## src/rtl/core/gbd_pkg.sv

```systemverilog
// Shared constants, types and codes of the GPIO button debouncer.
`default_nettype none

package gbd_pkg;

	localparam int GBD_PIN_COUNT = 32;
	localparam int GBD_PIN_W     = 32;
	localparam int GBD_TIME_W    = 32;
	localparam int GBD_DELAY_W   = 16;
	localparam int GBD_CFG_W     = 32;
	localparam int GBD_ADDR_W    = 1;

	localparam logic [GBD_ADDR_W-1:0] CFG_DEBOUNCE_DELAY = 1'b0;
	localparam logic [GBD_ADDR_W-1:0] CFG_BUTTON_MASK    = 1'b1;

	typedef enum logic [1:0] {
		ST_IDLE,
		ST_WALK,
		ST_DONE
	} state_t;

	typedef struct packed {
		logic [GBD_DELAY_W-1:0] delay_ms;
		logic [GBD_PIN_W-1:0]   button_mask;
	} cfg_t;

endpackage

`default_nettype wire

```

## src/rtl/core/gbd_elapsed.sv

```systemverilog
// Shared elapsed-time unit: wrapping subtract of a pin's stamp and compare against the delay.
`default_nettype none

module gbd_elapsed
	import gbd_pkg::*;
(
	input  wire logic [GBD_TIME_W-1:0]  now_ms,
	input  wire logic [GBD_TIME_W-1:0]  stamp_ms,
	input  wire logic [GBD_DELAY_W-1:0] delay_ms,
	output logic                        expired
);

	logic [GBD_TIME_W-1:0] elapsed;

	// The subtraction wraps modulo 2^32, so a jump back in time reads as a long gap.
	assign elapsed = now_ms - stamp_ms;
	assign expired = elapsed >= {{(GBD_TIME_W-GBD_DELAY_W){1'b0}}, delay_ms};

endmodule

`default_nettype wire

```

## src/rtl/core/gbd_seq.sv

```systemverilog
// Pin walking sequencer with the per-pin toggle time store and the result register.
`default_nettype none

module gbd_seq
	import gbd_pkg::*;
#(
	parameter int PIN_COUNT = GBD_PIN_COUNT
) (
	input  wire logic                  clk,
	input  wire logic                  arst_n,
	input  wire cfg_t                  cfg,
	input  wire logic                  in_valid,
	output logic                       in_ready,
	input  wire logic [GBD_PIN_W-1:0]  pin_levels,
	input  wire logic [GBD_TIME_W-1:0] now_ms,
	output logic                       out_valid,
	input  wire logic                  out_ready,
	output logic [GBD_PIN_W-1:0]       debounced_pins
);

	localparam int PIN_LIMIT = (PIN_COUNT < GBD_PIN_W) ? PIN_COUNT : GBD_PIN_W;
	localparam int IDX_W     = (PIN_LIMIT > 1) ? $clog2(PIN_LIMIT) : 1;
	localparam int CNT_W     = $clog2(PIN_LIMIT + 1);
	localparam logic [CNT_W-1:0] CNT_END  = CNT_W'(PIN_LIMIT);
	localparam logic [IDX_W-1:0] IDX_LAST = IDX_W'(PIN_LIMIT - 1);
	localparam logic [GBD_PIN_W-1:0] RANGE_MASK = (PIN_LIMIT >= GBD_PIN_W) ?
		{GBD_PIN_W{1'b1}} : GBD_PIN_W'((64'd1 << PIN_LIMIT) - 64'd1);

	state_t state_q, state_d;

	logic [GBD_PIN_W-1:0]  deb_q;
	logic [GBD_PIN_W-1:0]  change_q;
	logic [GBD_TIME_W-1:0] now_q;
	logic [CNT_W-1:0]      rd_cnt_q;
	logic                  out_valid_q;
	logic [GBD_PIN_W-1:0]  out_data_q;

	logic                  cmp_v_s1;
	logic [IDX_W-1:0]      cmp_idx_s1;
	logic [GBD_TIME_W-1:0] rd_data_s1;
	logic                  rd_ok_s1;

	logic [GBD_TIME_W-1:0] mem [PIN_LIMIT];
	logic [PIN_LIMIT-1:0]  mem_ok_q;

	logic [GBD_PIN_W-1:0]  buttons;
	logic [GBD_PIN_W-1:0]  pressed;
	logic [GBD_PIN_W-1:0]  change;
	logic                  accept;
	logic                  direct;
	logic                  issue;
	logic [IDX_W-1:0]      rd_addr;
	logic [GBD_TIME_W-1:0] stamp;
	logic                  expired;
	logic                  toggle;
	logic                  walk_end;
	logic                  load_out;

	assign buttons = cfg.button_mask & RANGE_MASK;
	assign pressed = ~pin_levels & buttons;
	assign change  = (pressed ^ deb_q) & buttons;
	assign accept  = in_valid && in_ready;
	// With no delay, or no button pin differing, the pressed set is taken as it stands.
	assign direct  = (cfg.delay_ms == '0) || (change == '0);
	assign rd_addr = rd_cnt_q[IDX_W-1:0];

	// A pin that was never toggled reads as stamped at time zero.
	assign stamp    = rd_ok_s1 ? rd_data_s1 : '0;
	assign toggle   = cmp_v_s1 && change_q[cmp_idx_s1] && expired;
	assign walk_end = cmp_v_s1 && (cmp_idx_s1 == IDX_LAST);

	gbd_elapsed u_elapsed (
		.now_ms   (now_q),
		.stamp_ms (stamp),
		.delay_ms (cfg.delay_ms),
		.expired  (expired)
	);

	always_comb begin
		state_d = state_q;
		case (state_q)
			ST_IDLE: begin
				if (accept) begin
					state_d = direct ? ST_DONE : ST_WALK;
				end
			end
			ST_WALK: begin
				if (walk_end) begin
					state_d = ST_DONE;
				end
			end
			ST_DONE: begin
				if (load_out) begin
					state_d = ST_IDLE;
				end
			end
			default: state_d = ST_IDLE;
		endcase
	end

	always_comb begin
		in_ready = (state_q == ST_IDLE);
		issue    = (state_q == ST_WALK) && (rd_cnt_q != CNT_END);
		load_out = (state_q == ST_DONE) && (!out_valid_q || out_ready);
	end

	always_ff @(posedge clk or negedge arst_n) begin
		if (!arst_n) begin
			state_q     <= ST_IDLE;
			deb_q       <= '0;
			rd_cnt_q    <= '0;
			cmp_v_s1    <= 1'b0;
			out_valid_q <= 1'b0;
		end else begin
			state_q  <= state_d;
			cmp_v_s1 <= issue;
			if (accept) begin
				rd_cnt_q <= '0;
				if (direct) begin
					deb_q <= pressed;
				end
			end else if (issue) begin
				rd_cnt_q <= rd_cnt_q + CNT_W'(1);
			end
			if (toggle) begin
				deb_q[cmp_idx_s1] <= ~deb_q[cmp_idx_s1];
			end
			if (load_out) begin
				out_valid_q <= 1'b1;
			end else if (out_ready) begin
				out_valid_q <= 1'b0;
			end
		end
	end

	always_ff @(posedge clk) begin
		if (accept) begin
			change_q <= change;
			now_q    <= now_ms;
		end
		if (issue) begin
			cmp_idx_s1 <= rd_addr;
		end
		if (load_out) begin
			out_data_q <= deb_q;
		end
	end

	// Time store: written on a toggle, read one pin ahead of the compare.
	always_ff @(posedge clk) begin
		if (toggle) begin
			mem[cmp_idx_s1] <= now_q;
		end
		rd_data_s1 <= mem[rd_addr];
	end

	always_ff @(posedge clk or negedge arst_n) begin
		if (!arst_n) begin
			mem_ok_q <= '0;
			rd_ok_s1 <= 1'b0;
		end else begin
			if (toggle) begin
				mem_ok_q[cmp_idx_s1] <= 1'b1;
			end
			rd_ok_s1 <= mem_ok_q[rd_addr];
		end
	end

	assign out_valid      = out_valid_q;
	assign debounced_pins = out_data_q;

	a_busy_while_walking: assert property (@(posedge clk) disable iff (!arst_n)
		cmp_v_s1 |-> !in_ready)
		else $error("input taken while a pin compare is in flight");

	a_toggle_only_walking: assert property (@(posedge clk) disable iff (!arst_n)
		toggle |-> (state_q == ST_WALK))
		else $error("time store written outside the pin walk");

	a_done_presents_result: assert property (@(posedge clk) disable iff (!arst_n)
		(state_q == ST_DONE && out_ready) |=> (out_valid && state_q == ST_IDLE))
		else $error("finished poll not presented");

	a_walk_reaches_end: assert property (@(posedge clk) disable iff (!arst_n)
		walk_end |-> (rd_cnt_q == CNT_END))
		else $error("pin walk ended before every pin was read");

endmodule

`default_nettype wire

```

## src/rtl/core/gpio_button_debouncer_top.sv

```systemverilog
// Top level of the GPIO button debouncer: configuration registers and the pin walker.
`default_nettype none

// Each request is one poll of the active-low pin levels with a millisecond
// timestamp; each poll returns one debounced pressed mask. A poll that needs
// no per-pin check (zero delay, or no button pin differing) goes straight to
// the done state with the pressed set as its result. Otherwise the sequencer
// walks every pin below min(PIN_COUNT, 32) through one shared
// wrapping-subtract and compare unit, pin by pin, behind a registered
// read of the toggle time store. The result sits in an output register, so
// a new poll is accepted while the last result waits. The time store has a
// valid bit per pin, so reset needs no clearing pass. Configuration is to be
// written through cfg_we, cfg_addr and cfg_wdata only while the block is
// idle; the user must keep to this, as the block itself does not enforce it.
module gpio_button_debouncer_top
	import gbd_pkg::*;
#(
	parameter int PIN_COUNT = GBD_PIN_COUNT
) (
	input  wire logic                  clk,
	input  wire logic                  arst_n,
	input  wire logic                  cfg_we,
	input  wire logic [GBD_ADDR_W-1:0] cfg_addr,
	input  wire logic [GBD_CFG_W-1:0]  cfg_wdata,
	input  wire logic                  in_valid,
	output logic                       in_ready,
	input  wire logic [GBD_PIN_W-1:0]  pin_levels,
	input  wire logic [GBD_TIME_W-1:0] now_ms,
	output logic                       out_valid,
	input  wire logic                  out_ready,
	output logic [GBD_PIN_W-1:0]       debounced_pins
);

	cfg_t cfg_q;

	always_ff @(posedge clk or negedge arst_n) begin
		if (!arst_n) begin
			cfg_q <= '0;
		end else if (cfg_we) begin
			case (cfg_addr)
				CFG_DEBOUNCE_DELAY: cfg_q.delay_ms    <= cfg_wdata[GBD_DELAY_W-1:0];
				CFG_BUTTON_MASK:    cfg_q.button_mask <= cfg_wdata[GBD_PIN_W-1:0];
				default: ;
			endcase
		end
	end

	gbd_seq #(
		.PIN_COUNT (PIN_COUNT)
	) u_seq (
		.clk            (clk),
		.arst_n         (arst_n),
		.cfg            (cfg_q),
		.in_valid       (in_valid),
		.in_ready       (in_ready),
		.pin_levels     (pin_levels),
		.now_ms         (now_ms),
		.out_valid      (out_valid),
		.out_ready      (out_ready),
		.debounced_pins (debounced_pins)
	);

endmodule

`default_nettype wire
```

## config.mk

```make
export PLATFORM = sky130hd
export DESIGN_NAME = gpio_button_debouncer_top
export DESIGN_NICKNAME = d
export VERILOG_FILES = /design/src/rtl/core/gbd_pkg.sv /design/src/rtl/core/gbd_elapsed.sv /design/src/rtl/core/gbd_seq.sv /design/src/rtl/core/gpio_button_debouncer_top.sv
export SDC_FILE = /design/constraint.sdc
export NUM_CORES = 1
export LEC_CHECK = 0
export ABC_AREA = 1
export ABC_CLOCK_PERIOD_IN_PS = 4600
export BUFFER_PORTS_ARGS = -buffer_cell sky130_fd_sc_hd__buf_2
export CELL_PAD_IN_SITES_DETAIL_PLACEMENT = 0
export CELL_PAD_IN_SITES_GLOBAL_PLACEMENT = 1
export CORE_MARGIN = 4
export CORE_UTILIZATION = 25
export CTS_CLUSTER_SIZE = 28
export DETAILED_ROUTE_END_ITERATION = 8
export PLACE_DENSITY = 0.41
export SLEW_MARGIN = 15
export SYNTH_ARGS = -nofsm -noshare
export SYNTH_HDL_FRONTEND = slang
export SYNTH_SLANG_ARGS = --single-unit
```

## constraint.sdc

```tcl
create_clock -name clk -period 4.6 [get_ports clk]
set_input_delay 0.92 -clock clk [delete_from_list [all_inputs] [get_ports clk]]
set_output_delay 0.92 -clock clk [all_outputs]
set_load 0.01 [all_outputs]
```

After elaboration in Yosys (flattened, before gate mapping)
Memories as Yosys holds them, arrays and structs flattened. A register that Yosys moved wholly into a read port is not among the register bits.
Index checks and enable logic that the tools add are counted.
Storage, ports and cells
  bits of input ports: 102
  memories: 1
  bits in registers: 224
  memory bits (writable): 1024
  output and inout port bits: 34
  logic and storage cells: 76
Operators by class
  equal/unequal tests: 7
  bitwise gates (word level): 7
  reduce and logical (&&, ||, !) cells: 18
  muxes and demuxes: 24
  add/sub/neg operators: 2
  order comparisons: 4
Memories
  u_seq.mem: depth 32, width 32, rd ports 1, clocked after memory_dff 1, write ports 1, line gbd_seq.sv:43  | logic [GBD_TIME_W-1:0] mem [PIN_LIMIT];
Operators by type and width (number)
  $mux 32: 4
  $and 32x32->32: 2
  $bwmux 32: 1
  $ge 32x16->1: 1
  $logic_not 32->1: 1
  $not 32->32: 1
  $or 32x32->32: 1
  $sub 32x32->32: 1
  $xor 32x32->32: 1
  $logic_not 16->1: 1
  $bmux 1 s5: 3
  $lt 5x6->1 const B: 2
  $mux 6: 2
  $mux 1: 8
  $mux 2: 4
  $logic_and 1x1->1: 7
  $add 6x1->6 const B: 1
  $ne 6x6->1 const B: 1
  $pmux 2 s3: 1
  $demux 1 s5: 1
  $eq 5x5->1 const B: 1
  $ge 5x1->1 const B: 1
  $ne 2x1->1 const B: 2
  $reduce_and 2->1: 2
  9 further kinds: 12

Logic depth before layout (Yosys ltp)
Gate-level depths: netlist (run 1).
  depth in word-level cells: 10
  mapped depth: 28
  depth with buffers taken out: 26

Cells and area by module
Synthesis (run 1) repeated with hierarchy kept, for this count alone.
Second synthesis, totals
  cell total of the unflattened synthesis: 4843
  area, all modules: 54187.0 um^2
By module, submodules not included
  gbd_seq: times used 1, cells each 4012, area an instance 49269.8 um^2
  gbd_elapsed: times used 1, cells each 622, area an instance 3025.4 um^2
  gpio_button_debouncer_top: times used 1, cells each 209, area an instance 1891.8 um^2

Worst setup path before layout (run 1)
OpenSTA, ideal clock, no wires.
  kind: reg-to-reg
  start: register u_seq.now_q[0]
  end: memory u_seq.mem[13][0], enable pin
  path slack: 0.426 ns
  library setup time: 0.387 ns
  data arrival time: 3.787 ns
  stages on the path, launching flop included: 24
  path through: edfxtp_1 inv_1 ha_1 fa_1 inv_1 nand2_1 nand2_1 nand3_1 nand2_1 xor2_1 ha_1 a21oi_1 o31a_1 nand2_1 nand2_1 nand2_1 nor2_1 nand2_1 nor2_2 nand2_2 buf_6 buf_12 nand3_4 inv_1
On the way
  longest elaborated chain between the ends: 5
RTL lines
  from (decl): line gbd_seq.sv:33  | logic [GBD_TIME_W-1:0] now_q;
  from (signal assigned): line gbd_seq.sv:139  | now_q <= now_ms;
  $sub 32x32->32: line gbd_elapsed.sv:16  | assign elapsed = now_ms - stamp_ms;
  $ge 32x16->1: line gbd_elapsed.sv:17  | assign expired = elapsed >= {{(GBD_TIME_W-GBD_DELAY_W){1'b0}}, delay_ms};
  $logic_and 1x1->1: line gbd_seq.sv:69  | assign toggle = cmp_v_s1 && change_q[cmp_idx_s1] && expired;
  $mux 1: line gbd_seq.sv:151  | if (toggle) begin
  $mux 1 (not written as such): line gbd_seq.sv:152  | mem[cmp_idx_s1] <= now_q;
  to (decl): line gbd_seq.sv:43
No other way between the ends.

Worst setup path in the final report (run 1)
  start: register u_seq.now_q[9]
  end: memory u_seq.mem[7][31], enable pin
Same word-level chain as after synthesis.

==> results of run 1 <==
worst paths after layout:
path / endpoint / startpoint
worst max-delay path: u_seq.mem[7][31] / u_seq.now_q[9]
max in group asynchronous: u_seq.mem_ok_q[15] / arst_n
worst max register to register: u_seq.mem[7][31] / u_seq.now_q[9]
worst min-delay path: cfg_q[24] / arst_n
min in group clk: u_seq.now_q[17] / now_ms[17]
worst min register to register: u_seq.mem_ok_q[6] / u_seq.mem_ok_q[6]
through the flow:
step / instances / hold WS (ps) / utilization / total power, mW
6_report: 8175 / 111.2 / 0.3006 / 42.40
5_1_grt: 8173 / 95.10 / 0.3006 / 44.87
4_1_cts: 8155 / 75.57 / 0.3004 / 43.08
3_5_place_dp: 7872 / 440.9 / 0.2782 / 31.10
3_3_place_gp: 7872 / 437.8 / 0.2782 / 31.25
2_1_floorplan: 4915 / 422.1 / - / 23.08
cells by family (layout without fill, tap and decap cells):
group / count (synthesis) / after routing / synth area share
xor+xnor: 15 / 15 / 0.002404
buf+inv: 749 / 1135 / 0.05371
simple gates: 1782 / 1782 / 0.1370
fa+ha+maj: 52 / 52 / 0.01204
other cells: 0 / 20 / 0
flops: 1280 / 1280 / 0.6862
compound gates: 1037 / 1037 / 0.1087
cell usage in the layout (no fill, tap or decap), types with 5 or more instances in the layout:
| cell type | synthesis | layout |
|---|---|---|
| a21oi_1 | 69 | 69 |
| a22o_1 | 17 | 17 |
| a22oi_1 | 14 | 14 |
| buf_12 | 1 | 70 |
| buf_2 | 38 | 134 |
| buf_4 | 2 | 162 |
| bufinv_16 | 0 | 6 |
| clkbuf_1 | 193 | 38 |
| clkbuf_16 | 0 | 156 |
| clkbuf_8 | 0 | 14 |
| clkinv_1 | 1 | 27 |
| clkinv_2 | 0 | 26 |
| clkinvlp_4 | 0 | 5 |
| dfrtp_1 | 123 | 119 |
| dfxtp_1 | 32 | 32 |
| diode_2 | 0 | 20 |
| edfxtp_1 | 1125 | 1125 |
| ha_1 | 51 | 51 |
| inv_1 | 471 | 435 |
| inv_2 | 13 | 46 |
| inv_6 | 0 | 7 |
| nand2_1 | 747 | 746 |
| nand2_2 | 23 | 23 |
| nand3_1 | 216 | 216 |
| nand3_2 | 20 | 20 |
| nand3_4 | 10 | 10 |
| nand4_1 | 25 | 25 |
| nor2_1 | 687 | 682 |
| nor2_2 | 8 | 10 |
| nor3_1 | 8 | 8 |
| nor4_1 | 5 | 5 |
| o211ai_1 | 48 | 48 |
| o21ai_0 | 604 | 604 |
| o221ai_1 | 64 | 64 |
| o22ai_1 | 209 | 209 |
| or2_2 | 22 | 22 |
| xor2_1 | 12 | 11 |
flip-flops by register name, indices dropped and copies added, names as in the netlist, 2 cells and up:
name                  flops
u_seq.rd_cnt_q            6
u_seq.mem              1024
u_seq.rd_data_s1         32
u_seq.debounced_pins     32
u_seq.mem_ok_q           32
u_seq.cmp_idx_s1          5
u_seq.state_q             2
u_seq.deb_q              32
u_seq.now_q              32
cfg_q                    48
u_seq.change_q           32
worst max-delay path, stage by stage (launching register included):
cell and delay [ps]:
edfxtp_1 560, ha_1 410, buf_4 160, nand2_1 120, inv_1 50, nand2_1 60, nand2_1 60, inv_1 50
nand3_1 160, xor2_1 220, ha_1 290, inv_1 50, o31a_1 280, nand2_1 80, nand2_1 60, nand2_1 50
nor2_1 40, nand2_1 70, nor2_2 50, nand2_4 70, buf_12 230, buf_4 230, nand3_2 80, inv_2 110
buf_4 230
layer usage:
layer  vias to the layer above  GRT usage
met2                      1036     0.2910
met3                       239    0.03609
met1                     19240     0.2789
met5                         -          0
li1                      17760          -
met4                         4    0.06858
cell type report:
cell class                      instances  area share
Multi-Input combinational cell       2886      0.2183
Timing Repair Buffer                  367     0.05049
Tap cell                             2854     0.05464
Inverter                              485     0.02814
Antenna cell                           20   0.0007658
Sequential cell                      1280      0.5740
Clock inverter                         75    0.008750
Clock buffer                          208     0.06487
report_power, final:
part	leakage [nW]	internal, mW	switching (mW)	total, mW
Clock	2.35	6.80	5.02	11.8
Combinational	9.87	4.25	11.6	15.8
Sequential	12.0	14.0	0.714	14.7
==> results.py, run 1 <==
metrics = {
    "clocking": {
        "cts_hold_buf": 0,
        "tritoncts": "yes",
        "postCtsSetupRepairBufs": 0,
        "cts_buffers": 154,
        "clock_path_buffers": 3,
        "worstSkewPairLatency_ps": 790,
        "clk_pin_slew_worst_paths_ps": 60,
        "htreeDepth": 4,
        "clkSinkCount": 1280,
        "post_cts_resized": 0,
        "root_buffer": "clkbuf_16",
    },
    "cells_and_area": {
        "fin_nets": 5328,
        "syn_to_final_growth_pct": 19.57,
        "fin_area_sq_um": 65350,
        "nFillCells": 22400,
        "drive_gt1_frac": 0.1385,
        "final-seq-area_sq_um": 37510,
        "multi_input_area_sq_um": 14270,
    },
    "critical_path": {
        "r2r_slack_ps": 400,
        "crit_fanout": 28,
        "path_class": "register to register",
        "cp-start-kind": "register",
        "cp.required_ps": 5050,
        "arrival_ps": 4650,
        "ff2ff_path_depth": 24,
        "end_kind": "register",
    },
    "logic_synthesis": {
        "ys_top_cells_by_count": "1125 x edfxtp_1, 747 x nand2_1, 687 x nor2_1",
        "netlist_instances": 4915,
        "yosysTopAreaCellShare": 0.6181,
        "syn_area_per_cell_sq_um": 11.12,
        "synthDistinctLibCells": 48,
        "synth-edff-count": 1125,
        "synth_top_flop_cell": "edfxtp_1",
        "syn_nets": 5069,
        "mappedNetlistArea_sq_um": 54650,
        "yosys.area.top_type": "edfxtp_1",
        "yosysSeqAreaShare": 0.6862,
        "synth_warnings": 0,
        "async_flop_share": 0.09609,
        "synth-seq-cells": 1280,
        "synth_most_common_cell": "edfxtp_1",
        "synthTopCellsByArea": "edfxtp_1 62%, dfrtp_1 5.6%, o21ai_0 5.5%, nand2_1 5.1%, nor2_1 4.7%",
    },
    "floorplan": {
        "die_h_um": 475.6,
        "io_pins": 136,
        "num_rows": 171,
        "die_area_sq_um": 226200,
        "die_x_um": 475.6,
        "start_util": 0.2514,
        "core-area_sq_um": 217400,
    },
    "placement": {
        "place_hpwl_um": 151200,
        "place_area_sq_um": 60480,
        "dp_slack_ps": 331.5,
        "io_buffers": 135,
        "gp_congestion": 0.7942,
    },
    "drt": {
        "via_per_inst": 4.682,
        "highest_layer": "met5",
        "num_vias": 38270,
        "drc": 0,
        "drtPass1Iterations": 5,
        "routed_wl_um": 222500,
        "met2_length_um": 96390,
        "ant_nets": 0,
        "drtIter0Drc": 3412,
        "wl_met1_um": 105400,
        "wl_met3_um": 12820,
        "routedWlPerCell_um": 27.22,
    },
    "sta": {
        "fin_crit_sh": 0.9134,
        "rsz0062_at_grt": "no",
        "fin_setup_tns_ps": 0,
        "hold_viol": 0,
        "fmax_ghz": 0.2380,
        "skew_ps": 47.59,
        "worst_pin_slew_ps": 1223,
        "setup_viol": 0,
        "finalWorstSetupSlack_ps": 398.3,
        "post-route-min-period_ps": 4202,
        "finalMaxSlewViolations": 0,
        "relSlewSlack": 0.1816,
    },
    "grt": {
        "gr-usage-all-layers": 0.1939,
        "grt_first_pass_wirelength_um": 306400,
        "antenna_found_initial": 26,
        "grt_pass1_vias": 37120,
        "grt_max_degree": 146,
        "gr-total-overflow": 0,
    },
    "power": {
        "peakVddDrop_mv": 0.4094,
        "powerDensity_nw_per_um2": 648.8,
        "leakagePower_nw": 24.22,
    },
    "flow_run": {
        "drv_cap": 0,
    },
    "outcome": {
        "status": "finished clean",
    },
    "hold_path": {
        "hp-class": "input pin to async pin",
    },
}
(Power assumes the default switching activity.)
==> inputs of run 2 (changes only) <==
--- a/config.mk
+++ b/config.mk
@@ -10,7 +10,7 @@
 export BUFFER_PORTS_ARGS = -buffer_cell sky130_fd_sc_hd__buf_2
 export CELL_PAD_IN_SITES_DETAIL_PLACEMENT = 0
 export CELL_PAD_IN_SITES_GLOBAL_PLACEMENT = 1
-export CORE_MARGIN = 4
+export CORE_MARGIN = 10
 export CORE_UTILIZATION = 25
 export CTS_CLUSTER_SIZE = 28
 export DETAILED_ROUTE_END_ITERATION = 8
==> constraint.sdc (replaced) <==
create_clock -name clk -period 4.6 [get_ports clk]
set_input_delay 0.69 -clock clk [delete_from_list [all_inputs] [get_ports clk]]
set_output_delay 0.69 -clock clk [all_outputs]
set_load 0.01 [all_outputs]
==> results.py, run 2 (synthesis gave the netlist of run 1 again) <==
metrics = {
    "cells_and_area": {
        "fin_area_sq_um": 65650,
        "multi_input_area_sq_um": 14260,
        "final_cells": 8169,
        "fin_nets": 5336,
        "layout_commonest_cell": "edfxtp_1",
        "largest_register_ffs": 1024,
        "nFillCells": 22340,
        "layout_top_registers": "u_seq.mem: 1024 flops, cfg_q: 48 flops",
        "mostFrequentLayoutCells": "1125 x edfxtp_1, 746 x nand2_1, 683 x nor2_1",
        "final-seq-area_sq_um": 37510,
        "final_util": 0.3020,
        "largest-register": "u_seq.mem",
        "syn_to_final_growth_pct": 20.12,
        "drive_gt1_frac": 0.1370,
    },
    "clocking": {
        "clock_path_buffers": 3,
        "tritoncts": "yes",
        "postCtsSetupRepairBufs": 0,
        "htreeDepth": 4,
        "cts_hold_buf": 12,
        "root_buffer": "clkbuf_16",
        "worstSkewPairLatency_ps": 820,
        "cts_buffers": 156,
        "post_cts_resized": 0,
        "clk_pin_slew_worst_paths_ps": 60,
        "clkSinkCount": 1280,
    },
    "drt": {
        "ant_nets": 0,
        "num_vias": 38000,
        "routedWlPerCell_um": 26.87,
        "routed_wl_um": 219500,
        "drtPass1Iterations": 9,
        "drtIter0Drc": 3010,
        "drc": 0,
        "via_per_inst": 4.652,
    },
    "placement": {
        "place_hpwl_um": 149000,
        "place_area_sq_um": 60450,
        "dp_slack_ps": 427.6,
        "io_buffers": 135,
        "dpl.cell_count": 7866,
        "gp_congestion": 0.8002,
    },
    "grt": {
        "grt_max_degree": 158,
        "grt_pass1_vias": 37290,
        "gr-usage-all-layers": 0.1801,
        "grt_first_pass_wirelength_um": 305200,
        "antenna_found_initial": 24,
        "gr-total-overflow": 0,
    },
    "power": {
        "leakagePower_nw": 24.34,
        "clkPwrFrac": 0.288,
        "comb_power_share": 0.367,
        "peakVddDrop_mv": 0.3801,
        "power.total_mw": 42.62,
        "swShare": 0.4064,
        "power_frac_seq": 0.344,
        "netSwitchingPower_mw": 17.32,
        "powerDensity_nw_per_um2": 649.2,
        "p_int_mw": 25.30,
    },
    "floorplan": {
        "io_pins": 136,
        "start_util": 0.2514,
        "die_x_um": 487.6,
        "num_rows": 171,
        "die_area_sq_um": 237700,
        "die_h_um": 487.6,
        "core-area_sq_um": 217400,
    },
    "critical_path": {
        "cp-startpoint": "u_seq.rd_ok_s1",
        "arrival_ps": 4620,
        "r2r-start": "u_seq.rd_ok_s1",
        "cp.required_ps": 5100,
        "cp-start-kind": "register",
        "crit_fanout": 32,
        "path_class": "register to register",
        "end_kind": "register",
    },
    "sta": {
        "worst_pin_slew_ps": 1118,
        "skew_ps": 34.28,
        "post-route-min-period_ps": 4117,
        "hold_viol": 0,
        "holdWs_ps": 64.99,
        "finalMaxSlewViolations": 0,
        "setup_viol": 0,
        "fin_setup_tns_ps": 0,
        "fin_crit_sh": 0.8951,
        "rsz0062_at_grt": "no",
        "relSlewSlack": 0.2518,
        "finalWorstSetupSlack_ps": 482.5,
        "fmax_ghz": 0.2429,
    },
    "flow_run": {
        "drv_cap": 0,
    },
    "hold_path": {
        "hp-start": "now_ms[1]",
        "hp-class": "input pin to register",
    },
    "outcome": {
        "status": "finished clean",
    },
}
==> run 2: cell type report <==
| class | count | area share |
|---|---|---|
| antenna | 8 | 0.0003049 |
| clock buffer | 220 | 0.06640 |
| clock inverter | 63 | 0.01073 |
| inverter | 485 | 0.02800 |
| multi-input combinational | 2886 | 0.2172 |
| sequential | 1280 | 0.5714 |
| tap | 2854 | 0.05439 |
| timing repair buffer | 373 | 0.05159 |
==> run 2: per-layer routing <==
metal / track usage / share of wire / vias up
li1: - / - / 17750
met1: 0.2542 / 0.47 / 19110
met2: 0.2910 / 0.46 / 941
met3: 0.02841 / 0.050 / 197
met4: 0.03897 / 0.021 / 0
met5: 0 / 0 / -
==> run 2: path summary, 6_finish.rpt <==
| path | to | depth (start not counted) | slack (ps) |
|---|---|---|---|
| worst max register to register | u_seq.mem[13][11] | 25 | 480 |
| max in group asynchronous | u_seq.rd_cnt_q[2] | 3 | 3020 |
| worst max-delay path | u_seq.mem[13][11] | 25 | 480 |
| worst min-delay path | u_seq.now_q[1] | 1 | 60 |
| worst min register to register | u_seq.mem_ok_q[17] | 2 | 450 |
| min in group asynchronous | cfg_q[27] | 2 | 430 |
==> run 2: worst max-delay path: stages (launching register included) <==
cell and delay (ps):
dfrtp_1 390, buf_12 180, nand2_1 60, inv_1 40, ha_1 200, fa_1 440, inv_1 120, nand2_1 70
nand2_1 140, nand3_1 90, nand2_1 130, xor2_1 160, ha_1 160, a21oi_1 50, o31a_1 230, nand2_1 100
nand2_1 80, nand2_1 60, nor2_1 40, nand2_1 80, nor2_2 50, nand2_4 140, buf_12 210, nand3_4 100
inv_2 260, buf_12 190
==> run 2: power groups by stage <==
| stage | logic, mW | clock network (mW) | registers (mW) |
|---|---|---|---|
| floorplan | 8.30 | 0 | 14.8 |
| global placement | 16.1 | 0 | 15.0 |
| detailed placement | 15.9 | 0 | 14.9 |
| CTS | 16.0 | 12.7 | 14.7 |
| global route | 17.2 | 13.1 | 14.8 |
| finish | 15.6 | 12.3 | 14.7 |
